===== config.mk =====
export PLATFORM = sky130hd
export DESIGN_NAME = bpcw_front
export DESIGN_NICKNAME = d
export VERILOG_FILES = /design/src/hw/rtl/bpcw_pkg.sv /design/src/hw/rtl/bpcw_front.sv
export SDC_FILE = /design/constraint.sdc
export NUM_CORES = 1
export LEC_CHECK = 0
export BUFFER_PORTS_ARGS = -buffer_cell sky130_fd_sc_hd__buf_2
export CAP_MARGIN = 20
export CORE_AREA = 2 2 165 167
export CTS_CLUSTER_SIZE = 16
export DETAILED_ROUTE_END_ITERATION = 8
export DIE_AREA = 0 0 167 169
export GPL_TIMING_DRIVEN = 0
export PLACE_DENSITY = 0.63
export SLEW_MARGIN = 20
export SYNTH_ARGS = -nofsm -noshare
export SYNTH_HDL_FRONTEND = slang
export SYNTH_SLANG_ARGS = --single-unit

===== constraint.sdc =====
create_clock -name i_clk -period 8.2 [get_ports i_clk]
set_input_delay 0.41 -clock i_clk [delete_from_list [all_inputs] [get_ports i_clk]]
set_output_delay 0.41 -clock i_clk [all_outputs]
set_load 0.01 [all_outputs]

===== src/hw/rtl/bpcw_pkg.sv =====
// Shared types, sizes and codes for the BSP point contents walker.
package bpcw_pkg;

    localparam int NODES     = 8192;
    localparam int PLANES    = 8192;
    localparam int MAX_STEPS = 256;

    localparam int NODE_AW  = $clog2(NODES);
    localparam int PLANE_AW = $clog2(PLANES);
    localparam int STEP_W   = $clog2(MAX_STEPS + 1);

    localparam int IDX_W    = 13;
    localparam int NORM_W   = 18;
    localparam int COORD_W  = 24;
    localparam int CHILD_W  = 16;
    localparam int NORM_FRAC = 16;
    localparam int PROD_W   = NORM_W + COORD_W;
    localparam int SUM_W    = PROD_W + 2;

    localparam int QDEPTH   = 2;
    localparam int QPTR_W   = $clog2(QDEPTH);
    localparam int QCNT_W   = $clog2(QDEPTH + 1);

    localparam int PADDR_W  = 3;
    localparam int PDATA_W  = 32;

    // function codes
    localparam logic [1:0] FN_PLANE = 2'd0;
    localparam logic [1:0] FN_NODE  = 2'd1;
    localparam logic [1:0] FN_POINT = 2'd2;

    // status codes
    localparam logic [1:0] ST_OK         = 2'd0;
    localparam logic [1:0] ST_BAD_NODE   = 2'd1;
    localparam logic [1:0] ST_STEP_LIMIT = 2'd2;

    // register indexes
    localparam logic REG_ROOT = 1'b0;
    localparam logic REG_LAST = 1'b1;

    typedef struct packed {
        logic [IDX_W-1:0]          plane;
        logic signed [CHILD_W-1:0] front;
        logic signed [CHILD_W-1:0] back;
    } t_node;

    typedef struct packed {
        logic signed [NORM_W-1:0] nx;
        logic signed [NORM_W-1:0] ny;
        logic signed [NORM_W-1:0] nz;
    } t_normal;

    typedef struct packed {
        logic signed [COORD_W-1:0] px;
        logic signed [COORD_W-1:0] py;
        logic signed [COORD_W-1:0] pz;
    } t_point;

    typedef struct packed {
        logic                      node_we;
        logic                      plane_we;
        logic [IDX_W-1:0]          index;
        t_node                     node;
        t_normal                   normal;
        logic signed [COORD_W-1:0] offset;
    } t_load_wr;

    typedef struct packed {
        logic   valid;
        t_point point;
    } t_queue_rd;

    typedef struct packed {
        logic               node_re;
        logic [NODE_AW-1:0] node_addr;
        logic               plane_re;
        logic [PLANE_AW-1:0] plane_addr;
    } t_ram_rd;

endpackage


===== src/hw/rtl/bpcw_front.sv =====
// Front end: accepts input words, performs table loads, queues point queries.
module bpcw_front (
    input  logic                             i_clk,
    input  logic                             i_rst_n,
    input  logic                             i_in_valid,
    output logic                             o_in_ready,
    input  logic [1:0]                       i_func,
    input  logic [bpcw_pkg::IDX_W-1:0]       i_index,
    input  logic signed [bpcw_pkg::NORM_W-1:0]  i_normal_x,
    input  logic signed [bpcw_pkg::NORM_W-1:0]  i_normal_y,
    input  logic signed [bpcw_pkg::NORM_W-1:0]  i_normal_z,
    input  logic signed [bpcw_pkg::COORD_W-1:0] i_plane_offset,
    input  logic [bpcw_pkg::IDX_W-1:0]       i_node_plane,
    input  logic signed [bpcw_pkg::CHILD_W-1:0] i_child_front,
    input  logic signed [bpcw_pkg::CHILD_W-1:0] i_child_back,
    input  logic signed [bpcw_pkg::COORD_W-1:0] i_point_x,
    input  logic signed [bpcw_pkg::COORD_W-1:0] i_point_y,
    input  logic signed [bpcw_pkg::COORD_W-1:0] i_point_z,
    input  logic                             i_back_busy,
    input  logic                             i_pop,
    output bpcw_pkg::t_queue_rd              o_q,
    output bpcw_pkg::t_load_wr               o_load
);
    import bpcw_pkg::*;

    t_point            r_q [QDEPTH];
    logic [QPTR_W-1:0] r_wr_ptr;
    logic [QPTR_W-1:0] r_rd_ptr;
    logic [QCNT_W-1:0] r_count;
    logic              accept;
    logic              push;

    // loads wait until no query is queued or walking
    always_comb begin
        case (i_func) inside
            FN_PLANE, FN_NODE: o_in_ready = (r_count == '0) && !i_back_busy;
            FN_POINT:          o_in_ready = (32'(r_count) < QDEPTH);
            default:           o_in_ready = 1'b1;
        endcase
    end

    assign accept = i_in_valid && o_in_ready;
    assign push   = accept && (i_func == FN_POINT);

    always_comb begin
        o_load.node_we  = accept && (i_func == FN_NODE) && (32'(i_index) < NODES);
        o_load.plane_we = accept && (i_func == FN_PLANE) && (32'(i_index) < PLANES);
        o_load.index    = i_index;
        o_load.node     = '{plane: i_node_plane, front: i_child_front, back: i_child_back};
        o_load.normal   = '{nx: i_normal_x, ny: i_normal_y, nz: i_normal_z};
        o_load.offset   = i_plane_offset;
    end

    always_ff @(posedge i_clk) begin
        if (push) begin
            r_q[r_wr_ptr] <= '{px: i_point_x, py: i_point_y, pz: i_point_z};
        end
    end

    always_ff @(posedge i_clk) begin
        if (!i_rst_n) begin
            r_wr_ptr <= '0;
            r_rd_ptr <= '0;
            r_count  <= '0;
        end else begin
            if (push) begin
                r_wr_ptr <= (32'(r_wr_ptr) == QDEPTH - 1) ? '0 : r_wr_ptr + 1'b1;
            end
            if (i_pop) begin
                r_rd_ptr <= (32'(r_rd_ptr) == QDEPTH - 1) ? '0 : r_rd_ptr + 1'b1;
            end
            if (push && !i_pop) begin
                r_count <= r_count + 1'b1;
            end else if (!push && i_pop) begin
                r_count <= r_count - 1'b1;
            end
        end
    end

    assign o_q.valid = (r_count != '0);
    assign o_q.point = r_q[r_rd_ptr];

endmodule


== Word level (Yosys, flattened, before mapping) ==
Memory sizes are Yosys's and may differ from the RTL's. A register that Yosys moved wholly into a read port is not among the register bits.
Cells that the tools add are included.
W data, S select, Z words.

* Add/subtract/negate cells: 4
* Order comparisons: 1
* Eq/ne operators: 2
* Muxes and demuxes: 10
* Reductions and logical operators: 15

{| class="wikitable"
|+ Operator list
! operator !! number
|-
| $mux W1 || 8
|-
| $logic_and A1 B1 Y1 || 7
|-
| $logic_not A2 Y1 || 2
|-
| $mux W2 || 2
|-
| $reduce_bool A2 Y1 || 2
|-
| $logic_not A1 Y1 || 3
|-
| $add A1 B1 Y1 const B || 2
|-
| $add A2 B1 Y2 const B || 1
|-
| $eq A2 B1 Y1 const B || 1
|-
| $eq A2 B2 Y1 const B || 1
|-
| $lt A2 B2 Y1 const B || 1
|-
| $reduce_or A2 Y1 || 1
|-
| $sub A2 B1 Y2 const B || 1
|}

* Bits in registers: 4
* RAM bits: 144
* Input bits: 215
* Output and inout port bits: 212
* Word-level logic and storage cells: 36
* Memories kept: 1

{| class="wikitable"
|+ Memories
! name !! words !! bits a word !! read ports !! clocked after Yosys merged registers in !! write ports !! line !! text
|-
| r_q || 2 || 72 || 1 || 1 || 1 || bpcw_front.sv:26 || <nowiki>t_point r_q [QDEPTH];</nowiki>
|}

== Longest topological paths before layout ==
* Word-level depth: 9
* Depth in mapped cells: 5

== Least setup slack after synthesis ==
No wires, ideal clock.

* Path kind: input-to-reg
* Start point: input port i_func[0]
* End point: memory r_q[1][0] (netlist bit), enable pin
* Setup time: 0.438 ns
* Data arrival time: 2.433 ns
* Path slack: 5.329 ns
* Cell stages on the path: 2
* Buffers on the path: 0
* Cells stage by stage: and4bb_2 -> and2_1

* Longest elaborated chain between the ends: 7
* Elaborated cells on any way between the ends: 10
* Those cells by class: eq/ne: 2; mux: 4; reduce/logical: 4

{| class="wikitable"
|+ Ends and longest elaborated chain
! element !! line !! text
|-
| start: declaration || bpcw_front.sv:7 || <nowiki>input logic [1:0] i_func,</nowiki>
|-
| $eq A2 B2 Y1, or another cell as far along || bpcw_front.sv:43 || <nowiki>assign push = accept && (i_func == FN_POINT);</nowiki>
|-
| $mux W1 / $reduce_or A2 Y1 (equally long branches) || bpcw_front.sv:35 || <nowiki>case (i_func) inside</nowiki>
|-
| $mux W1 || bpcw_front.sv:35 ||
|-
| $logic_and A1 B1 Y1 || bpcw_front.sv:42 || <nowiki>assign accept = i_in_valid && o_in_ready;</nowiki>
|-
| $logic_and A1 B1 Y1 * || bpcw_front.sv:43 ||
|-
| $mux W1 * || bpcw_front.sv:55 || <nowiki>if (push) begin</nowiki>
|-
| $mux W1 (implied by the code) * || bpcw_front.sv:56 || <nowiki>r_q[r_wr_ptr] <= '{px: i_point_x, py: i_point_y, pz: i_point_z};</nowiki>
|-
| end: declaration || bpcw_front.sv:26 ||
|}

Mark *: on every way between the ends. The rest lies on a longest branch, timed or not.

==> flow_summary.toml <==
[outcome]
status = "complete, no violations"

[synth]
synth_fa_ha_area_share_pct = 0.192
synth_common_cells = "144 x edfxtp_1, 137 x buf_4, 72 x mux2_2"
synth_top_family_by_area = "buffers and inverters"
synth_top_area_share_pct = 66.4
synth_warnings = 0
yosys-top-cells-area = "edfxtp_1 66%, buf_4 16%, mux2_2 12%"
synth.most_common_cell = "edfxtp_1"
synth.area.mux_share_pct = 12.5
synthCells = 389
ys_seq_area_share_pct = 68.0
syn-num-nets = 605
synth_ff_type = "edfxtp_1"
synth_cell_types = 23
synth_compound_gate_area_share_pct = 0.385
postSynthAreaPerCell_um2 = 16.7
synth-xor-area-share_pct = 0.404
synth_area_um2 = 6510
synthSimpleGateAreaFrac_pct = 1.50
ys_ff_latch = 149
synth_edf_count = 144
post-synth-top-area-cell = "edfxtp_1"
async_flop_share_pct = 0

[clock_network]
clock_path_buffers = 2
htreeDepth = 4
post_cts_buffers = 0
cts_resized = 0
ctsRootBufferMaster = "clkbuf_16"
cts_sinks = 149
cts.clk_slew.worst_paths_ns = 0.06
cts-hold-fix-buffers = 0
cts_made_buffers = 17
clk_latency_ns = 0.41
cts_tree = "built"

[cells_and_area]
fin_area_um2 = 9010
fin_nets = 917
n_fill_cell = 2591
final_cells = 1054
drive_gt1_share_pct = 75.8
syn_to_final_growth_pct = 38.5

[worst_setup_path]
path_cells = "buf_4, buf_6, mux2_2, buf_2"
cp-start-kind = "flop"
end_kind = "primary output"
slowest_delay_ns = 0.36
critPathTopFamily = "buffers and inverters"
slowest_stage = "mux2_2"
cp_max_fo = 10
critPathKind = "flop to primary output"
worstPathRequired_ns = 7.79
worst-path-buf-inv = 3
crit_arrival_ns = 1.64

[sta]
timing.final.crit_share_pct = 25.0
tns_ns = 0
grt_setup_unrepaired = "no"
hold_violations = 0
worst_pin_slew_ns = 0.619
hold_ws_ns = 0.184
timing.fmax_mhz = 487
skew_ns = 0.00721
period_needed_ns = 2.05
setup_viol = 0
slew_violations = 0
relSlewSlack_pct = 58.7

[global_routing]
grt_start_max_net_pins = 41
grt_pass1_vias = 3644
grt.busiest_layer = "met2"
met3_usage_pct = 3.39
globalRouteMet1Util_pct = 10.4
grt_usage_pct = 9.26
grt-ovfl-total = 0
grt_pass1_wl_um = 19700
antenna_found_initial = 3
grtUsageMet2_pct = 16.3

[die]
die_w_um = 167
die-area_um2 = 28200
die_h_um = 169
rows = 60
start_util_pct = 24.6
core_um2 = 26500
ios = 427

[placement]
dp.cells = 1023
placed_cell_area_um2 = 8450
dp_hpwl_um = 10500
place_congestion = 0.701
port_buffers = 290

[route]
first_pass_iters = 6
wl_per_cell_um = 13.4
vias = 3995
postRouteAntennaNets = 0
routed_via_density = 3.79
drc_errors = 0
first_iter_violations = 75
wl_um = 14200

[power]
clockPowerShare_pct = 40.3
p_sw_mw = 0.420
ir_drop_v = 0.0000866
seqPwrFrac_pct = 46.2
leakagePower_nw = 3.85
p_int_mw = 1.44
switching_share_pct = 22.6
p_comb_share_pct = 13.5
p_per_area_nw_per_um2 = 206

[run]
maxCapViolations = 0

[min_path]
holdCritPathClass = "input pin to flop"
## per-layer routing
layer,share of wire (%),vias to the layer above
li1,-,1898
met1,39,1839
met2,51,240
met3,9.1,14
met4,1.0,4
met5,0.19,-
## flip-flops by register name, indices dropped and copies added, names as in the netlist, named ones only
register,flops
r_rd_ptr,1
r_wr_ptr,1
r_count,2
r_q,144
## cells by family (layout without fill, tap and decap cells)
group / after synthesis / in the layout
DFF: 149 / 149
buffers and inverters: 145 / 468
muxes: 72 / 72
and+or+nand+nor: 15 / 15
AOI/OAI and AO/OA: 4 / 4
xor gates and xnor gates: 3 / 3
adders and majority gates: 1 / 1
other: 0 / 1
## placed cells by master, fill, tap and decap left out
| cell type | n |
|---|---|
| clkinv_4 | 4 |
| o21a_1 | 1 |
| inv_6 | 2 |
| clkinv_2 | 3 |
| a21boi_1 | 1 |
| dfxtp_1 | 5 |
| ha_1 | 1 |
| nor2_1 | 2 |
| diode_2 | 1 |
| mux2_2 | 72 |
| edfxtp_1 | 144 |
| and3_1 | 1 |
| nor3_1 | 1 |
| and2_1 | 3 |
| and4bb_2 | 1 |
| and2b_4 | 1 |
| clkinv_1 | 1 |
| or2_1 | 1 |
| or3_1 | 1 |
| nand2_1 | 1 |
| buf_12 | 3 |
| inv_1 | 1 |
| buf_4 | 137 |
| bufinv_16 | 2 |
| nor2b_1 | 1 |
| and2_4 | 1 |
| xor2_1 | 2 |
| o21ai_0 | 2 |
| clkbuf_16 | 17 |
| buf_2 | 290 |
| buf_6 | 7 |
| and3b_1 | 1 |
| clkbuf_1 | 1 |
| xnor2_1 | 1 |
## worst reg2reg max path, stage by stage (launching register included)
cell and delay [ns]:
dfxtp_1 0.35, and4bb_2 0.36, and2_4 0.57, buf_12 0.30
## power by group through the flow
stage | Combinational (mW) | Sequential, mW | Clock [mW]
floorplan | 0.153 | 0.875 | 0
global placement | 0.250 | 0.876 | 0
detailed placement | 0.254 | 0.876 | 0
CTS | 0.255 | 0.859 | 0.780
global route | 0.270 | 0.860 | 0.813
finish | 0.250 | 0.860 | 0.750
## cell type report
type / count / area [um2] / area share, %
Sequential cell: 149 / 4420 / 49.1
Tap cell: 341 / 427 / 4.73
Buffer: 144 / 1110 / 12.3
Antenna cell: 1 / 2.50 / 0.0278
Timing Repair Buffer: 293 / 1510 / 16.8
Clock inverter: 12 / 131 / 1.46
Inverter: 1 / 3.75 / 0.0417
Clock buffer: 18 / 429 / 4.76
Multi-Input combinational cell: 95 / 975 / 10.8
## final timing paths
path	startpoint	endpoint	slack, ns	depth (start not counted)
worst min register to register	r_count[1]	r_count[1]	0.53	2
worst max register to register	r_count[1]	r_q[1][62]	6.28	3
worst max-delay path	flop	o_q[54]	6.15	4
worst min-delay path	i_point_y[9]	r_q[1][33]	0.18	1
## through the flow
| stage | power [mW] | utilization, % | setup slack (ns) |
|---|---|---|---|
| floorplan | 1.03 | - | 5.33 |
| global placement | 1.13 | 31.6 | 3.91 |
| detailed placement | 1.13 | 31.9 | 6.06 |
| CTS | 1.90 | 34.0 | 6.09 |
| global route | 1.94 | 34.0 | 6.04 |
| finish | 1.86 | 34.0 | 6.15 |
(Power assumes the default switching activity.)
