$ cat src/hw/rtl/bpcw_ram.sv
// Generic single-write, single-read RAM with registered read data.
module bpcw_ram #(
    parameter int WIDTH = 8,
    parameter int DEPTH = 16
) (
    input  logic                     i_clk,
    input  logic                     i_we,
    input  logic [$clog2(DEPTH)-1:0] i_waddr,
    input  logic [WIDTH-1:0]         i_wdata,
    input  logic                     i_re,
    input  logic [$clog2(DEPTH)-1:0] i_raddr,
    output logic [WIDTH-1:0]         o_rdata
);

    logic [WIDTH-1:0] r_mem [DEPTH];
    logic [WIDTH-1:0] r_rdata;

    always_ff @(posedge i_clk) begin
        if (i_we) begin
            r_mem[i_waddr] <= i_wdata;
        end
        if (i_re) begin
            r_rdata <= r_mem[i_raddr];
        end
    end

    assign o_rdata = r_rdata;

endmodule

$ cat config.mk
export PLATFORM = sky130hd
export DESIGN_NAME = bpcw_ram
export DESIGN_NICKNAME = d
export VERILOG_FILES = /design/src/hw/rtl/bpcw_ram.sv
export SDC_FILE = /design/constraint.sdc
export NUM_CORES = 1
export LEC_CHECK = 0
export BUFFER_PORTS_ARGS = -buffer_cell sky130_fd_sc_hd__buf_2
export CAP_MARGIN = 40
export CELL_PAD_IN_SITES_DETAIL_PLACEMENT = 0
export CELL_PAD_IN_SITES_GLOBAL_PLACEMENT = 2
export CORE_ASPECT_RATIO = 1.75
export CORE_UTILIZATION = 30
export CTS_CLUSTER_DIAMETER = 80
export CTS_CLUSTER_SIZE = 12
export DETAILED_ROUTE_END_ITERATION = 8
export PLACE_DENSITY_LB_ADDON = 0.1
export SLEW_MARGIN = 30
export SYNTH_ARGS = -nofsm -noshare
export SYNTH_HDL_FRONTEND = slang
export SYNTH_SLANG_ARGS = --single-unit
$ cat constraint.sdc
create_clock -name i_clk -period 2 [get_ports i_clk]
set_input_delay 0 -clock i_clk [delete_from_list [all_inputs] [get_ports i_clk]]
set_output_delay 0 -clock i_clk [all_outputs]
set_load 0.02 [all_outputs]
# Word-level counts from Yosys, hierarchy flattened
# Memories as Yosys holds them, arrays and structs flattened. A register that Yosys moved wholly into a read port is not among the register bits.
# Cells that the tools add are included.
# Widths: inputs -> output; s select.
[word_totals]
register_bits = 0
ramBits = 128
inputBits = 19
n_memories = 1
[memory_table]
columns = ["name", "words", "word_bits", "rd", "rd_clocked_by_memory_dff", "write_ports", "line_no", "source"]
rows = [
  ["r_mem", 16, 8, 1, 1, 1, "15", "logic [WIDTH-1:0] r_mem [DEPTH];"],
]
[classes]
mux = 2
[ops]
columns = ["op", "n"]
rows = [
  ["$mux 1", 2],
]

# Logic depth before layout (Yosys ltp)
# Gate-level depths: netlist of the first run.
[depth]
ltp_word = 2
depth_mapped = 5
mapped_depth_nobuf = 3

# Worst setup path after synthesis of the first run
# No wires, ideal clock.
[synth_timing]
path_type = "in2reg"
from = "input i_waddr[2]"
to = "memory r_mem[0][0] (enable)"
setup_time_ns = 0.383
t_arrival_ns = 1.110
path_slack_ns = 0.507
cell_stages = 2
n_path_buf = 0
path_cell_list = "or3b_2 > nor3_1"
[synth_rtl]
columns = ["element", "line_no", "source"]
rows = [
  ["start: declaration", "8", "input logic [$clog2(DEPTH)-1:0] i_waddr,"],
  ["end: declaration", "15", ""],
]
# Straight into the memory's write port.

==> run_results.csv, run 1 <==
group,metric,value,unit
outcome,status,"completed",
drt,vias,2530,
global_route,grt_max_degree,20,
floorplan,initial_utilization,0.307,
floorplan,die_w,102,um
cells_and_area,final_cell_mix,"edfxtp_1, buf_2, buf_4",
floorplan,core_area,17000,um^2
clock_tree,postCtsSetupRepairBufs,0,
sta,tns,0,ns
synth,ys_ff_latch,136,
drt,wire_per_inst,22.2,um
power_and_ir_drop,vdd_drop_max,0.000437,V
placed_design,place.port_buffers,26,
synth,seq_area_frac_synth,0.781,
synth,synth_area_per_cell,22.8,um^2
clock_tree,cts_root_buf,"clkbuf_16",
critical_path,critPathLaunchType,"flip-flop",
drt,wl,11900,um
synth,yosys.area.top_type,"edfxtp_1",
clock_tree,cts_buffer_depth,2,
synth,synth_cells,229,
synth,yosysWarningCount,0,
synth,synthesis.area,5230,um^2
cells_and_area,area_growth_syn_to_layout,23.4,%
sta,fin_skew,0.00660,ns
drt,drt_pass1_iterations,4,
run,maxCapViolCount,0,
critical_path,critPathMaxFanout,1,
synth,synth_cell_types,18,
sta,fmax,615,MHz
critical_path,timing_worst_setup_path_type,"reg2reg",
clock_tree,clk_pin_slew,0.06,ns
global_route,grt_overflow,0,
global_route,grt.total_usage,0.147,
floorplan,die_h,177,um
cells_and_area,postLayoutCoreUtil,0.379,
critical_path,required,2.15,ns
power_and_ir_drop,total_leakage_power,2.17,nW
clock_tree,cts_tree,"yes",
drt,drt_iter0_drc,107,
clock_tree,numCtsBuffers,17,
sta,rsz0062_at_grt,"no",
drt,drcViolationCount,0,
cells_and_area,drive_gt1_frac,0.322,
sta,post-route-period-util,0.813,
global_route,antenna_found_initial,0,
synth,synth_nets,248,
power_and_ir_drop,netSwitchingFraction,0.219,
sta,final.min_clock_period,1.63,ns
critical_path,cp-end-kind,"flip-flop",
synth,synth.top_cells.by_area,"edfxtp_1, mux4_2, mux4_1",
sta,hold_slack,0.0819,ns
power_and_ir_drop,p_int,5.22,mW
cells_and_area,nets,317,
cells_and_area,num_antenna_cells,0,
floorplan,num_io_pins,27,
placed_design,dpl.hpwl,8170,um
clock_tree,cts_resized,0,
placed_design,place.gp.congestion,0.687,
power_and_ir_drop,pwr-share-seq,0.483,
global_route,grt_pass1_wl,17700,um
synth,synth.top_cell.area_share,0.781,
power_and_ir_drop,powerDensity,1040,nW/um^2
sta,slew_viol_final,0,
sta,slew_headroom,0.694,
min_path,min_path_type,"in2reg",
power_and_ir_drop,clkPwrFrac,0.466,
clock_tree,cts.sinks,136,
cells_and_area,layout_commonest_cell,"edfxtp_1",
clock_tree,cts-hold-fix-buffers,9,
power_and_ir_drop,p_total,6.68,mW
sta,finalHoldViolations,0,
floorplan,die_area,18000,um^2
clock_tree,insertion_delay,0.41,ns
clock_tree,h-tree-depth,4,
floorplan,num_rows,63,
critical_path,arrival,1.78,ns
power_and_ir_drop,power_frac_comb,0.051,
sta,worstMarginPinSlew,0.459,ns
drt,ant_nets,0,
sta,finalSetupViolations,0,
power_and_ir_drop,power_switching,1.46,mW
drt,viasPerCell,4.70,
global_route,grt_pass1_vias,2751,
==> logic make-up after synthesis <==
group	synth area share
and+or+nand+nor	0.0314
DFF	0.781
muxes	0.148
buffers and inverters	0.0165
AOI/OAI and AO/OA	0.0230
==> critical path, stage by stage, from the launching register on <==
cell and delay [ns]:
edfxtp_1 0.40, mux4_1 0.50, a22oi_1 0.35, nand2_1 0.11
==> state kept, by name (all words and copies together) (netlist names) <==
signal,count
r_mem,128
o_rdata,8
==> power groups by stage <==
stage          combinational, mW  sequential (mW)  clock [mW]
3_3_place_gp               0.337             3.29           0
6_report                   0.340             3.23        3.12
3_5_place_dp               0.337             3.29           0
4_1_cts                    0.352             3.23        3.17
5_1_grt                    0.372             3.23        3.28
2_1_floorplan              0.162             3.30           0
==> layout make-up <==
class / count / area, um^2
fillers: 1608 / 10600
flip-flops and latches: 136 / 4080
multi-input cells: 83 / 1060
repair buffers: 60 / 433
clock buffers: 17 / 425
well taps: 227 / 284
clock inverters: 15 / 165
==> final timing paths <==
path / start / end / slack [ns] / depth (start not counted)
setup reg to reg: r_mem[3][5] / o_rdata[5] / 0.37 / 3
setup / recovery: r_mem[3][5] / o_rdata[5] / 0.37 / 3
hold reg to reg: r_mem[15][1] / o_rdata[1] / 0.75 / 3
hold / removal: i_waddr[2] / r_mem[3][4] / 0.08 / 3
==> cell usage after synthesis <==
cell,count
a22oi_1,16
and2_1,1
and2b_1,1
buf_2,3
buf_4,1
buf_6,3
clkdlybuf4s25_2,3
edfxtp_1,136
mux4_1,14
mux4_2,18
nand2_1,9
nand2b_1,2
nand3_1,1
nand3b_1,2
nor2_1,13
nor2b_1,1
nor3_1,4
or3b_2,1
==> per-stage QoR <==
stage,setup WS (ns),cell area [um^2],instances
after floorplan,0.507,5230,229
after global placement,0.206,5770,497
after detailed placement,0.221,5770,497
after CTS,0.408,6450,538
after global routing,0.318,6450,538
final,0.373,6450,538
==> layer usage <==
layer | up-vias | GRT usage | part of all wire
met4 | 0 | 0.0598 | 0.016
met3 | 16 | 0.0273 | 0.025
li1 | 1121 | - | -
met1 | 1333 | 0.173 | 0.41
met2 | 60 | 0.259 | 0.55
met5 | - | 0 | 0
No activity file was read; power rests on OpenSTA's default activity.
==> run 2, diff against run 1 <==
- clock period: 2 -> 1.6 ns (I/O delays scaled with it)
==> run_results.csv, run 2 (synthesized netlist as in run 1, its figures left out) <==
group,metric,value,unit
clock_tree,cts.sinks,136,
sta,tns,0,ns
min_path,min_path_type,"in2reg",
power_and_ir_drop,powerDensity,1310,nW/um^2
drt,drt_pass1_iterations,4,
critical_path,r2r_setup_slack,0.12,ns
sta,fmax,677,MHz
clock_tree,numCtsBuffers,17,
critical_path,critPathLaunchType,"flip-flop",
critical_path,critPathMaxFanout,1,
floorplan,initial_utilization,0.307,
critical_path,timing_worst_setup_path_type,"reg2reg",
power_and_ir_drop,p_int,6.78,mW
power_and_ir_drop,clkPwrFrac,0.474,
cells_and_area,stdcell_area,6490,um^2
global_route,antenna_found_initial,0,
cells_and_area,regMostFlops,"r_mem",
cells_and_area,layout_commonest_cell,"edfxtp_1",
cells_and_area,final_cell_mix,"edfxtp_1, buf_2, buf_4",
clock_tree,postCtsSetupRepairBufs,0,
cells_and_area,final-instance-count-excl-fill,540,
placed_design,place.port_buffers,26,
critical_path,required,1.75,ns
min_path,hold_start,"i_wdata[2]",
sta,hold_slack,0.00639,ns
floorplan,num_rows,63,
floorplan,die_w,102,um
cells_and_area,num_antenna_cells,0,
power_and_ir_drop,p_total,8.48,mW
drt,viasPerCell,4.60,
drt,wl,11900,um
sta,post-route-period-util,0.923,
drt,wire_per_inst,22.0,um
global_route,grt.total_usage,0.147,
drt,ant_nets,0,
critical_path,r2r_start,"r_mem[3][6]",
cells_and_area,nets,319,
global_route,grt_pass1_wl,17800,um
min_path,hold_path_end,"r_mem[8][2]",
critical_path,cp-end-kind,"flip-flop",
critical_path,r2r_cells,3,
placed_design,dpl.hpwl,8030,um
critical_path,rr_endpoint,"o_rdata[6]",
outcome,status,"completed",
floorplan,die_h,177,um
cells_and_area,drive_gt1_frac,0.319,
clock_tree,clk_pin_slew,0.06,ns
placed_design,placed_cell_area,5800,um^2
drt,drcViolationCount,0,
sta,slew_headroom,0.644,
critical_path,arrival,1.62,ns
clock_tree,cts_root_buf,"clkbuf_16",
critical_path,crit_start,"r_mem[3][6]",
drt,drt_iter0_drc,94,
sta,worstMarginPinSlew,0.533,ns
floorplan,num_io_pins,27,
global_route,grt_overflow,0,
sta,finalHoldViolations,0,
power_and_ir_drop,total_leakage_power,2.20,nW
clock_tree,h-tree-depth,4,
sta,fin_skew,0.00763,ns
floorplan,die_area,18000,um^2
power_and_ir_drop,power_switching,1.69,mW
placed_design,place.gp.congestion,0.676,
cells_and_area,final.fill_count,1609,
placed_design,dp_slack,-0.00205,ns
sta,rsz0062_at_grt,"no",
floorplan,core_area,17000,um^2
sta,finalSetupViolations,0,
placed_design,dpl.cell_count,500,
run,maxCapViolCount,0,
sta,fin_ws,0.124,ns
power_and_ir_drop,pwr-share-seq,0.476,
clock_tree,cts_tree,"yes",
cells_and_area,postLayoutCoreUtil,0.381,
cells_and_area,area_growth_syn_to_layout,24.2,%
clock_tree,cts_buffer_depth,2,
cells_and_area,largest_reg_flops,128,
power_and_ir_drop,vdd_drop_max,0.000596,V
global_route,grt_pass1_vias,2762,
global_route,grt_max_degree,33,
sta,final.min_clock_period,1.48,ns
clock_tree,insertion_delay,0.41,ns
sta,slew_viol_final,0,
drt,vias,2485,
power_and_ir_drop,power_frac_comb,0.050,
min_path,min_path_cells,1,
power_and_ir_drop,netSwitchingFraction,0.200,
-- run 2: area by class of cell --
class | count | area, um^2 | area share
Sequential cell | 136 | 4080 | 0.629
Multi-Input combinational cell | 83 | 1060 | 0.163
Timing Repair Buffer | 62 | 458 | 0.0705
Clock buffer | 18 | 429 | 0.0661
Tap cell | 227 | 284 | 0.0437
Clock inverter | 14 | 181 | 0.0279
-- run 2: timing repair --
item	CTS	global route
endpoints found under the hold margin	102	0
hold buffers	8	0
resized for setup	0	0
-- run 2: power by group through the flow --
stage | clock network (mW) | logic [mW] | registers, mW
after floorplan | 0 | 0.203 | 4.13
final | 4.02 | 0.422 | 4.03
after detailed placement | 0 | 0.421 | 4.11
after CTS | 4.13 | 0.437 | 4.04
after global routing | 4.25 | 0.461 | 4.04
after global placement | 0 | 0.416 | 4.11
-- run 2: worst max-delay path, cell delays in order, from the launching register on --
cell      delay [ns]
edfxtp_1        0.37
mux4_2          0.48
a22oi_1         0.27
nand2_1         0.10
-- run 2: how the worst max path moves through the flow --
| stage | slack (ns) | endpoint |
|---|---|---|
| finish | 0.12 | o_rdata[6] |
| global route | 0.01 | o_rdata[2] |
| CTS | 0.07 | o_rdata[2] |
| global placement | -0.02 | o_rdata[2] |
| detailed placement | -0.002 | o_rdata[2] |
| floorplan | 0.11 | r_mem[0][0] |
-- run 2: metal layers --
layer / track usage / share of wire / up-vias
met5: 0 / 0 / -
met4: 0.0580 / 0.012 / 0
met3: 0.0296 / 0.025 / 6
met2: 0.262 / 0.56 / 44
met1: 0.170 / 0.41 / 1309
li1: - / - / 1126
==> run 3, diff against run 2 <==
- REMOVE_ABC_BUFFERS: unset -> 1
==> run_results.csv, run 3 (synthesized netlist as in run 1, its figures left out) <==
group,metric,value,unit
floorplan,core_area,17000,um^2
critical_path,rr_endpoint,"o_rdata[3]",
cells_and_area,final-instance-count-excl-fill,537,
global_route,antenna_found_initial,0,
power_and_ir_drop,powerDensity,1300,nW/um^2
floorplan,num_io_pins,27,
min_path,hold_path_end,"r_mem[4][7]",
cells_and_area,regMostFlops,"r_mem",
floorplan,die_h,177,um
min_path,min_path_cells,3,
sta,final.min_clock_period,1.53,ns
clock_tree,postCtsSetupRepairBufs,0,
cells_and_area,num_antenna_cells,0,
min_path,hold_start,"i_waddr[0]",
critical_path,arrival,1.68,ns
global_route,grt.total_usage,0.143,
drt,drt_pass1_iterations,4,
cells_and_area,final_cell_mix,"edfxtp_1, buf_2, buf_4",
clock_tree,clk_pin_slew,0.06,ns
global_route,grt_overflow,0,
cells_and_area,postLayoutCoreUtil,0.379,
cells_and_area,drive_gt1_frac,0.319,
cells_and_area,area_growth_syn_to_layout,23.5,%
critical_path,cp_cell_sequence,"mux4_1, a22oi_1, nand2_1",
drt,vias,2473,
sta,post-route-period-util,0.956,
critical_path,critical-path-max-stage-delay,0.50,ns
critical_path,critPathLaunchType,"flip-flop",
sta,rsz0062_at_grt,"no",
cells_and_area,layout_commonest_cell,"edfxtp_1",
global_route,grt_max_degree,24,
critical_path,r2r_setup_slack,0.07,ns
sta,finalHoldViolations,0,
drt,ant_nets,0,
cells_and_area,final.fill_count,1592,
power_and_ir_drop,vdd_drop_max,0.000573,V
critical_path,r2r_cells,3,
clock_tree,cts_tree,"yes",
critical_path,critPathMaxFanout,1,
clock_tree,insertion_delay,0.41,ns
floorplan,die_area,18000,um^2
clock_tree,cts_buffer_depth,2,
sta,slew_viol_final,0,
drt,viasPerCell,4.61,
critical_path,r2r_start,"r_mem[1][3]",
critical_path,worst_path_max_delay_cell,"mux4_1",
sta,worstMarginPinSlew,0.567,ns
clock_tree,h-tree-depth,4,
global_route,grt_pass1_wl,17100,um
cells_and_area,nets,316,
drt,wl,11600,um
sta,fin_skew,0.0124,ns
critical_path,required,1.75,ns
drt,wire_per_inst,21.7,um
sta,finalSetupViolations,0,
placed_design,dpl.hpwl,8150,um
sta,tns,0,ns
sta,fmax,654,MHz
clock_tree,cts_root_buf,"clkbuf_16",
critical_path,timing_worst_setup_path_type,"reg2reg",
cells_and_area,largest_reg_flops,128,
run,maxCapViolCount,0,
clock_tree,numCtsBuffers,17,
placed_design,dpl.cell_count,496,
floorplan,die_w,102,um
power_and_ir_drop,total_leakage_power,2.17,nW
floorplan,initial_utilization,0.307,
sta,slew_headroom,0.621,
floorplan,num_rows,63,
critical_path,cp-end-kind,"flip-flop",
clock_tree,cts.sinks,136,
placed_design,place.gp.congestion,0.688,
drt,drt_iter0_drc,133,
min_path,min_path_type,"in2reg",
drt,drcViolationCount,0,
placed_design,place.port_buffers,26,
outcome,status,"completed",
global_route,grt_pass1_vias,2609,
## run 3: how the worst max path moves through the flow
stage	start	end	slack, ns	depth (start not counted)
final	r_mem[1][3]	o_rdata[3]	0.07	3
after detailed placement	i_raddr[0]	o_rdata[2]	-0.02	5
after global placement	i_raddr[0]	o_rdata[2]	-0.03	5
after global routing	r_mem[5][3]	o_rdata[3]	0.03	3
after CTS	r_mem[1][2]	o_rdata[2]	0.06	3
after floorplan	i_waddr[2]	r_mem[0][0]	0.11	2
## run 3: per-stage QoR
stage	hold slack, ns	area [um^2]	total power [mW]	worst slack [ns]
finish	0.152	6460	8.38	0.0711
global placement	0.384	5750	4.52	-0.0340
detailed placement	0.395	5760	4.53	-0.0242
CTS	0.141	6450	8.49	0.0562
global route	0.165	6460	8.65	0.0346
floorplan	0.0989	5140	4.29	0.107
## run 3: timing repair
action / in CTS / in global routing
gates resized for setup: 0 / 1
setup endpoints to repair: 0 / 1
endpoints found under the hold margin: 109 / 0
hold buffers: 9 / 0
## run 3: layout make-up
class | count | area, um^2 | area share
multi-input cells | 83 | 1060 | 0.165
clock buffers | 17 | 425 | 0.0659
well taps | 227 | 284 | 0.0440
repair buffers | 59 | 425 | 0.0659
flip-flops and latches | 136 | 4080 | 0.632
clock inverters | 15 | 176 | 0.0273
## run 3: layer usage
metal,track usage,up-vias,share of wire
met5,0,-,0
met3,0.0292,13,0.023
li1,-,1116,-
met4,0.0616,0,0.016
met2,0.261,48,0.57
met1,0.157,1296,0.39
## run 3: power by group
part | switching (mW) | internal [mW]
Combinational | 0.245 | 0.179
Sequential | 0.0187 | 4.01
Clock | 1.47 | 2.45
Total | 1.74 | 6.64
## run 3: worst max-delay path: cells and delay by family, from the launching register on
family / cells / cell delay [ns]
compound gates: 1 / 0.32
flops: 1 / 0.36
mux: 1 / 0.50
simple gates: 1 / 0.09
