<file path="src/hw/rtl/bpcw_pkg.sv">
// Shared types, sizes and codes for the BSP point contents walker.
package bpcw_pkg;

    localparam int NODES     = 8192;
    localparam int PLANES    = 8192;
    localparam int MAX_STEPS = 256;

    localparam int NODE_AW  = $clog2(NODES);
    localparam int PLANE_AW = $clog2(PLANES);
    localparam int STEP_W   = $clog2(MAX_STEPS + 1);

    localparam int IDX_W    = 13;
    localparam int NORM_W   = 18;
    localparam int COORD_W  = 24;
    localparam int CHILD_W  = 16;
    localparam int NORM_FRAC = 16;
    localparam int PROD_W   = NORM_W + COORD_W;
    localparam int SUM_W    = PROD_W + 2;

    localparam int QDEPTH   = 2;
    localparam int QPTR_W   = $clog2(QDEPTH);
    localparam int QCNT_W   = $clog2(QDEPTH + 1);

    localparam int PADDR_W  = 3;
    localparam int PDATA_W  = 32;

    // function codes
    localparam logic [1:0] FN_PLANE = 2'd0;
    localparam logic [1:0] FN_NODE  = 2'd1;
    localparam logic [1:0] FN_POINT = 2'd2;

    // status codes
    localparam logic [1:0] ST_OK         = 2'd0;
    localparam logic [1:0] ST_BAD_NODE   = 2'd1;
    localparam logic [1:0] ST_STEP_LIMIT = 2'd2;

    // register indexes
    localparam logic REG_ROOT = 1'b0;
    localparam logic REG_LAST = 1'b1;

    typedef struct packed {
        logic [IDX_W-1:0]          plane;
        logic signed [CHILD_W-1:0] front;
        logic signed [CHILD_W-1:0] back;
    } t_node;

    typedef struct packed {
        logic signed [NORM_W-1:0] nx;
        logic signed [NORM_W-1:0] ny;
        logic signed [NORM_W-1:0] nz;
    } t_normal;

    typedef struct packed {
        logic signed [COORD_W-1:0] px;
        logic signed [COORD_W-1:0] py;
        logic signed [COORD_W-1:0] pz;
    } t_point;

    typedef struct packed {
        logic                      node_we;
        logic                      plane_we;
        logic [IDX_W-1:0]          index;
        t_node                     node;
        t_normal                   normal;
        logic signed [COORD_W-1:0] offset;
    } t_load_wr;

    typedef struct packed {
        logic   valid;
        t_point point;
    } t_queue_rd;

    typedef struct packed {
        logic               node_re;
        logic [NODE_AW-1:0] node_addr;
        logic               plane_re;
        logic [PLANE_AW-1:0] plane_addr;
    } t_ram_rd;

endpackage

</file>
<file path="src/hw/rtl/bpcw_back.sv">
// Back end: walks the tree for one queued point and holds the result word.
module bpcw_back (
    input  logic                             i_clk,
    input  logic                             i_rst_n,
    input  logic [bpcw_pkg::IDX_W-1:0]       i_root_node,
    input  logic [bpcw_pkg::IDX_W-1:0]       i_last_node,
    input  bpcw_pkg::t_queue_rd              i_q,
    output logic                             o_pop,
    output logic                             o_busy,
    output bpcw_pkg::t_ram_rd                o_rd,
    input  bpcw_pkg::t_node                  i_node,
    input  bpcw_pkg::t_normal                i_normal,
    input  logic signed [bpcw_pkg::COORD_W-1:0] i_offset,
    output logic                             o_out_valid,
    input  logic                             i_out_ready,
    output logic signed [bpcw_pkg::CHILD_W-1:0] o_contents,
    output logic [1:0]                       o_status
);
    import bpcw_pkg::*;

    localparam logic [2:0] S_IDLE  = 3'd0;
    localparam logic [2:0] S_CHECK = 3'd1;
    localparam logic [2:0] S_NODE  = 3'd2;
    localparam logic [2:0] S_PLANE = 3'd3;
    localparam logic [2:0] S_SUM   = 3'd4;
    localparam logic [2:0] S_DEC   = 3'd5;
    localparam logic [2:0] S_OUT   = 3'd6;

    logic [2:0]                r_state;
    logic [STEP_W-1:0]         r_steps;
    logic signed [CHILD_W-1:0] r_num;
    t_point                    r_pt;
    logic signed [CHILD_W-1:0] r_front;
    logic signed [CHILD_W-1:0] r_back;
    logic                      r_plane_ok;
    logic signed [PROD_W-1:0]  r_prod_x;
    logic signed [PROD_W-1:0]  r_prod_y;
    logic signed [PROD_W-1:0]  r_prod_z;
    logic signed [COORD_W-1:0] r_offset;
    logic signed [SUM_W-1:0]   r_sum_a;
    logic signed [SUM_W-1:0]   r_sum_b;
    logic signed [CHILD_W-1:0] r_res_contents;
    logic [1:0]                r_res_status;
    logic                      r_out_valid;
    logic signed [CHILD_W-1:0] r_out_contents;
    logic [1:0]                r_out_status;

    logic                      num_bad;
    logic signed [SUM_W-1:0]   off_ext;
    logic signed [SUM_W-1:0]   plane_dist;
    logic signed [CHILD_W-1:0] next_num;

    // r_num is never negative here
    assign num_bad = (r_num < $signed({3'b000, i_root_node}))
                  || (r_num > $signed({3'b000, i_last_node}))
                  || (32'(r_num) >= NODES);

    assign off_ext    = SUM_W'(r_offset);
    assign plane_dist = r_sum_a + r_sum_b;
    assign next_num   = plane_dist[SUM_W-1] ? r_back : r_front;

    assign o_pop  = (r_state == S_IDLE) && i_q.valid;
    assign o_busy = (r_state != S_IDLE);

    always_comb begin
        o_rd.node_re    = (r_state == S_CHECK) && !num_bad
                       && (32'(r_steps) < MAX_STEPS);
        o_rd.node_addr  = NODE_AW'(r_num);
        o_rd.plane_re   = (r_state == S_NODE);
        o_rd.plane_addr = PLANE_AW'(i_node.plane);
    end

    always_ff @(posedge i_clk) begin
        unique case (r_state)
            S_IDLE: begin
                r_pt    <= i_q.point;
                r_num   <= $signed({3'b000, i_root_node});
                r_steps <= '0;
            end
            S_CHECK: begin
                if (num_bad) begin
                    r_res_contents <= '0;
                    r_res_status   <= ST_BAD_NODE;
                end else if (32'(r_steps) >= MAX_STEPS) begin
                    r_res_contents <= '0;
                    r_res_status   <= ST_STEP_LIMIT;
                end else begin
                    r_steps <= r_steps + 1'b1;
                end
            end
            S_NODE: begin
                r_front    <= i_node.front;
                r_back     <= i_node.back;
                r_plane_ok <= (32'(i_node.plane) < PLANES);
            end
            S_PLANE: begin
                // an out-of-table plane acts as all zero
                if (r_plane_ok) begin
                    r_prod_x <= i_normal.nx * r_pt.px;
                    r_prod_y <= i_normal.ny * r_pt.py;
                    r_prod_z <= i_normal.nz * r_pt.pz;
                    r_offset <= i_offset;
                end else begin
                    r_prod_x <= '0;
                    r_prod_y <= '0;
                    r_prod_z <= '0;
                    r_offset <= '0;
                end
            end
            S_SUM: begin
                r_sum_a <= SUM_W'(r_prod_x) + SUM_W'(r_prod_y);
                r_sum_b <= SUM_W'(r_prod_z) - (off_ext <<< NORM_FRAC);
            end
            S_DEC: begin
                r_num          <= next_num;
                r_res_contents <= next_num;
                r_res_status   <= ST_OK;
            end
            S_OUT: begin
            end
            default: begin
            end
        endcase
    end

    always_ff @(posedge i_clk) begin
        if (!i_rst_n) begin
            r_state <= S_IDLE;
        end else begin
            unique case (r_state)
                S_IDLE:  if (i_q.valid) r_state <= S_CHECK;
                S_CHECK: begin
                    if (num_bad || (32'(r_steps) >= MAX_STEPS)) begin
                        r_state <= S_OUT;
                    end else begin
                        r_state <= S_NODE;
                    end
                end
                S_NODE:  r_state <= S_PLANE;
                S_PLANE: r_state <= S_SUM;
                S_SUM:   r_state <= S_DEC;
                S_DEC:   r_state <= next_num[CHILD_W-1] ? S_OUT : S_CHECK;
                S_OUT:   if (!r_out_valid || i_out_ready) r_state <= S_IDLE;
                default: r_state <= S_IDLE;
            endcase
        end
    end

    // output register
    always_ff @(posedge i_clk) begin
        if (!i_rst_n) begin
            r_out_valid <= 1'b0;
        end else if ((r_state == S_OUT) && (!r_out_valid || i_out_ready)) begin
            r_out_valid <= 1'b1;
        end else if (i_out_ready) begin
            r_out_valid <= 1'b0;
        end
    end

    always_ff @(posedge i_clk) begin
        if ((r_state == S_OUT) && (!r_out_valid || i_out_ready)) begin
            r_out_contents <= r_res_contents;
            r_out_status   <= r_res_status;
        end
    end

    assign o_out_valid = r_out_valid;
    assign o_contents  = r_out_contents;
    assign o_status    = r_out_status;

endmodule

</file>
<file path="config.mk">
export PLATFORM = sky130hd
export DESIGN_NAME = bpcw_back
export DESIGN_NICKNAME = d
export VERILOG_FILES = /design/src/hw/rtl/bpcw_pkg.sv /design/src/hw/rtl/bpcw_back.sv
export SDC_FILE = /design/constraint.sdc
export NUM_CORES = 2
export LEC_CHECK = 0
export BUFFER_PORTS_ARGS = -buffer_cell sky130_fd_sc_hd__clkbuf_2
export CAP_MARGIN = 20
export CORE_MARGIN = 4
export CORE_UTILIZATION = 50
export DETAILED_ROUTE_END_ITERATION = 8
export PLACE_DENSITY_LB_ADDON = 0.1
export SYNTH_ARGS = -nofsm -noshare
export SYNTH_HDL_FRONTEND = slang
export SYNTH_SLANG_ARGS = --single-unit
</file>
<file path="constraint.sdc">
create_clock -name i_clk -period 10.1 [get_ports i_clk]
set_clock_uncertainty 0.2 [all_clocks]
set_input_delay 2.02 -clock i_clk [delete_from_list [all_inputs] [get_ports i_clk]]
set_output_delay 2.02 -clock i_clk [all_outputs]
set_load 0.01 [all_outputs]
</file>
# [Yosys cells after proc, flatten, opt, wreduce, memory -nomap -nowiden]
# Index checks and enable logic that the tools add are counted.
[word_totals] elab_cells=79 out_inout_bits=49 inputBits=225 register_bits=407
[classes] mul=3 order_cmp=5 addsub=4 eq_ne=11 muxes=18 reduce_logical=19
[op_table] operator="multiplier 18 x 24 -> 42 bit" count=3
[op_table] operator="one-hot mux 16 bit (2 select lines)" count=2
[op_table] operator="2-to-1 mux 16 bit" count=3
[op_table] operator="adder 44 bit" count=1
[op_table] operator="adder 42 x 42 -> 43 bit" count=1
[op_table] operator="subtractor 42 x 40 -> 43 bit" count=1
[op_table] operator="one-hot mux 3 bit (7 select lines)" count=1
[op_table] operator="2-to-1 mux 9 bit" count=2
[op_table] operator="one-hot mux 9 bit (2 select lines)" count=1
[op_table] operator="greater-or-equal comparator 16 x 15 -> 1 bit, second input constant" count=1
[op_table] operator="greater-than comparator 16 x 14 -> 1 bit" count=1
[op_table] operator="less-than comparator 16 x 14 -> 1 bit" count=1
[op_table] operator="2-to-1 mux 3 bit" count=4
[op_table] operator="adder 9 x 1 -> 9 bit, second input constant" count=1
[op_table] operator="== test 3 bit, second input constant" count=3
[op_table] operator="greater-or-equal comparator 9 bit, second input constant" count=1
[op_table] operator="less-than comparator 9 bit, second input constant" count=1
[op_table] operator="inequality test 2 bit, second input constant" count=4
[op_table] operator="nonzero test 2 bit" count=4
[op_table] operator="== test 3 x 2 -> 1 bit, second input constant" count=2
[op_table] operator="logical AND 1 bit" count=4
[op_table] operator="logical OR 1 bit" count=4
[op_table] operator="2-to-1 mux 2 bit" count=2
[op_table] operator="one-hot mux 2 bit (2 select lines)" count=1
[op_table] operator="8 further kinds" count=11

# [Logic depth before layout (Yosys ltp)]
[depth] ltp_word=6 ltp_mapped=25 depth_no_buf=24

# [Worst setup path before layout]
# No wires, ideal clock.
[synth_path] path_kind="input -> register" start="in i_normal[3] (netlist name)" end="reg r_prod_z[41], data pin" n_path_buf=1 setup_time_ns=0.274 arrival_ns=7.616 path_stages=23 path_slack_ns=2.010 required_time_ns=9.626 path_cell_list="clkbuf_1 nand2_1 fa_1 inv_1 fa_1 inv_1 fa_1 inv_1 fa_1 fa_1 inv_1 fa_1 inv_1 ha_1 a21o_1 a21o_1 a21oi_1 o21ai_0 o2111ai_1 nor4bb_1 o21ai_1 a2111oi_0 a211oi_1"
[synth_between] elab_chain_len=1
[synth_lines] element="start: declaration" line_no="bpcw_back.sv:12" source="input bpcw_pkg::t_normal i_normal,"
[synth_lines] element="multiplier 18 x 24 -> 42 bit" line_no="bpcw_back.sv:101" source="r_prod_z <= i_normal.nz * r_pt.pz;"
[synth_lines] element="end signal: assignment" line_no="bpcw_back.sv:101"
[synth_lines] element="end: declaration" line_no="bpcw_back.sv:38" source="logic signed [PROD_W-1:0] r_prod_z;"
# Every way passes these cells.
# A chain may end at the register's enable or synchronous reset.

# [Worst setup path after layout]
[layout_path] start="in i_normal[0] (netlist name)" end="reg r_prod_z[41], data pin"
# Same word-level chain as after synthesis.

==> run summary <==
==================================================================================
Result of the run ................................................... finished clean
Root Buffer Master ..................................................    clkbuf_16
GRT Overall Usage ...................................................        24.0%
RePlAce Congestion ..................................................        0.860
Core Footprint ......................................................    0.127 mm2
Mapped cell area ....................................................   0.0640 mm2
Endpoints failing hold ..............................................            0
# H-tree levels .....................................................            2
Critical Path Max Stage Delay .......................................      0.59 ns
Share of the synthesized area in the top cell type ..................        39.9%
Most instantiated library cell after synthesis ......................        inv_1
Clock insertion delay at the later pin of the skew report ...........      0.69 ns
Max Fclk ............................................................    0.118 GHz
Placed standard-cell area ...........................................   0.0665 mm2
Detail Route Antenna Nets ...........................................            0
Data arrival time of the critical path ..............................      8.69 ns
Critical Path Sink Type .............................................         flop
Cell with the largest stage delay on the worst path .................     nor4bb_1
Tmin final ..........................................................      8.48 ns
Avg Inst Size Synth .................................................     9.87 um2
CTS Hold Buffers Added ..............................................            0
Number of flops mapped to enable cells by yosys .....................          401
Clock Pin Slew Worst Setup and Hold Paths ...........................      0.06 ns
Category of the critical setup timing path .......................... input pin to flop
Flops & latches, synth ..............................................          405
Clock tree from TritonCTS ...........................................          yes
Post-CTS Resized ....................................................            0
Total clock sinks ...................................................          405
Die area ............................................................    0.134 mm2
Boundary pin count ..................................................          274
Dpl hpwl ............................................................    123000 um
Cell repeated most along the worst path .............................         fa_1
Remaining design rule violation count ...............................            0
Mapped Cells ........................................................         6486
Most area-consuming cells after synthesis ........................... fa_1 40%, edfxtp_1 19%, inv_1 9.1%
Vias in the first global route ......................................        47200
Initial Util ........................................................        50.3%
Number of DRC markers in iteration 0 ................................         2398
Netlist cell types ..................................................           74
Yosys synthesis warning count .......................................            0
Die Wd ..............................................................       366 um
GRT Residual Overflow ...............................................            0
Share of synthesized flip-flops with an asynchronous set or reset ...           0%
Post-route cell area ................................................   0.0684 mm2
Worst max-slew margin expressed relative to the limit ...............        20.7%
Floorplan row count .................................................          131
Total Negative Setup Slacks .........................................         0 ns
Total via count after detailed routing ..............................        43300
Input/output buffers ................................................          247
Most frequent cells after synthesis ................................. 1559 x inv_1, 1277 x fa_1, 874 x nand2_1, 457 x and2_1, 452 x ha_1
Share of post-route cells with drive strength above 1 ...............        5.82%
Number of nets in the layout ........................................         8512
Count of pins over their slew limit .................................            0
Worst-path fanout max ...............................................           24
Ratio of routed vias to standard cells ..............................         5.24
Post-Synthesis Net Count ............................................         8440
Required time worst endpoint ........................................     10.31 ns
First-pass iteration count of the detailed router ...................            8
CP Launch Type ......................................................    input pin
Total Wirelength ....................................................    154000 um
Sum of buffers and inverters on the critical path ...................            4
Max-cap viol count ..................................................            0
Ratio of final minimum period to clock period .......................        84.0%
Maximum number of pins on one net before global-route repair ........          151
Wire length of the first global-routing pass ........................    255000 um
Ordered cell list for the critical path ............................. clkbuf_2, nand2_1, fa_1, inv_1, fa_1, fa_1, fa_1, fa_1, inv_1, fa_1, inv_1, ha_1, a21o_1, a21o_1, a21oi_1, o21ai_0, o2111ai_1, nor4bb_1, o21ai_1, a2111oi_0, a211oi_1
Seq/Total Area, Yosys ...............................................        18.9%
Synth area leader ...................................................         fa_1
# Post-CTS Setup Buffers ............................................            0
Total of fill cells in the finished design ..........................        11600
Avg WL per Cell .....................................................      18.7 um
Inserted Clock Buffers ..............................................           52
Bufs on Longest Clock Path ..........................................            3
Crit-path leading delay family ......................................  adder cells
Commonest register cell after synthesis .............................     edfxtp_1
Unrepaired setup endpoints after global routing .....................           no
Kind of path behind the tightest hold check ......................... flop to flop
Worst-Margin Slew ...................................................      1.19 ns
Final setup violation count .........................................            0
Initial antenna violation count .....................................            1
Signed area change from the synthesized netlist to the final layout .        6.88%
DIE HEIGHT ..........................................................       366 um
==================================================================================
[flip-flops by register name, summed over array words and instances (netlist names), 16 cells and up]
name and count:
r_pt 72, r_sum_a 43, r_sum_b 43, r_prod_x 42
r_prod_y 42, r_prod_z 42, r_offset 24, o_contents 16
r_back 16, r_front 16, r_num 16, r_res_contents 16
[metal layers]
layer | global-route usage [%] | up-vias | part of all wire (%)
li1 | - | 19700 | -
met1 | 31.4 | 22400 | 42
met2 | 42.5 | 931 | 51
met3 | 2.64 | 242 | 4.3
met4 | 6.42 | 2 | 2.8
met5 | 0 | - | 0.0078
[path summary, 6_finish.rpt]
| kind | start | to | slack [ns] | cells after the start |
|---|---|---|---|---|
| worst max-delay path | i_normal[0] | r_prod_z[41] | 1.62 | 21 |
| worst min-delay path | r_res_contents[14] | o_contents[14] | 0.21 | 0 |
| worst max register to register | r_pt[9] | r_prod_z[41] | 2.45 | 20 |
| worst min register to register | r_res_contents[14] | o_contents[14] | 0.21 | 0 |
[area by class of cell]
cell class | instances | area, um2 | share of cell area [%]
repair buffers | 277 | 1470 | 2.15
multi-input cells | 4260 | 45000 | 65.7
well taps | 1662 | 2080 | 3.04
diodes | 1 | 2.50 | 0.00366
inverters | 1562 | 5870 | 8.57
clock inverters | 37 | 568 | 0.830
flip-flops and latches | 405 | 12100 | 17.7
clock buffers | 57 | 1320 | 1.93
[cells in the final DEF (no fill, tap or decap), types with 26 or more instances in the layout]
master	netlist	routed
fa_1	1277	1277
buf_4	26	29
nor2b_1	28	28
nand2_1	874	874
clkbuf_2	0	247
clkbuf_16	0	52
xor2_1	45	45
nand2b_1	40	40
o21a_1	29	29
nand3_1	34	34
nand4_1	26	26
nor2_1	214	212
a21o_1	108	108
xnor2_1	133	133
and2_1	457	457
o21ai_0	81	81
nor3_1	33	33
inv_1	1559	1558
a21oi_1	170	170
edfxtp_1	401	401
ha_1	452	452
[worst reg2reg max path, stage by stage (launching register included)]
cell and delay (ns):
edfxtp_1 0.99, nand2_1 0.20, fa_1 0.57, inv_1 0.05, fa_1 0.48, fa_1 0.58, fa_1 0.44, fa_1 0.49
inv_1 0.05, fa_1 0.55, inv_1 0.06, ha_1 0.34, a21o_1 0.20, a21o_1 0.17, a21oi_1 0.14, o21ai_0 0.21
o2111ai_1 0.42, nor4bb_1 0.59, o21ai_1 0.20, a2111oi_0 0.40, a211oi_1 0.08
[metrics by stage]
step | worst slack [ns] | std cells | hold slack [ns] | util [%]
detailed placement | 0.988 | 8166 | 0.205 | 52.2
global route | 1.30 | 8260 | 0.225 | 53.7
global placement | 1.11 | 8166 | 0.201 | 52.2
finish | 1.62 | 8261 | 0.213 | 53.7
CTS | 1.71 | 8260 | 0.214 | 53.7
floorplan | 2.01 | 6486 | 0.200 | -
[cell families after synthesis]
group,count (synthesis),synth area share [%]
adder cells (fa/ha/maj),1729,48.8
multiplexers,19,0.297
AND/OR/NAND/NOR,1774,13.0
XOR/XNOR,178,2.44
AO/OA/AOI/OAI,560,5.71
flip-flops,405,18.9
buffers and inverters,1821,10.8
Power is left out: the tool's default activity adds up to more than one toggle a clock period on the data nets, which glitch-free logic cannot reach.
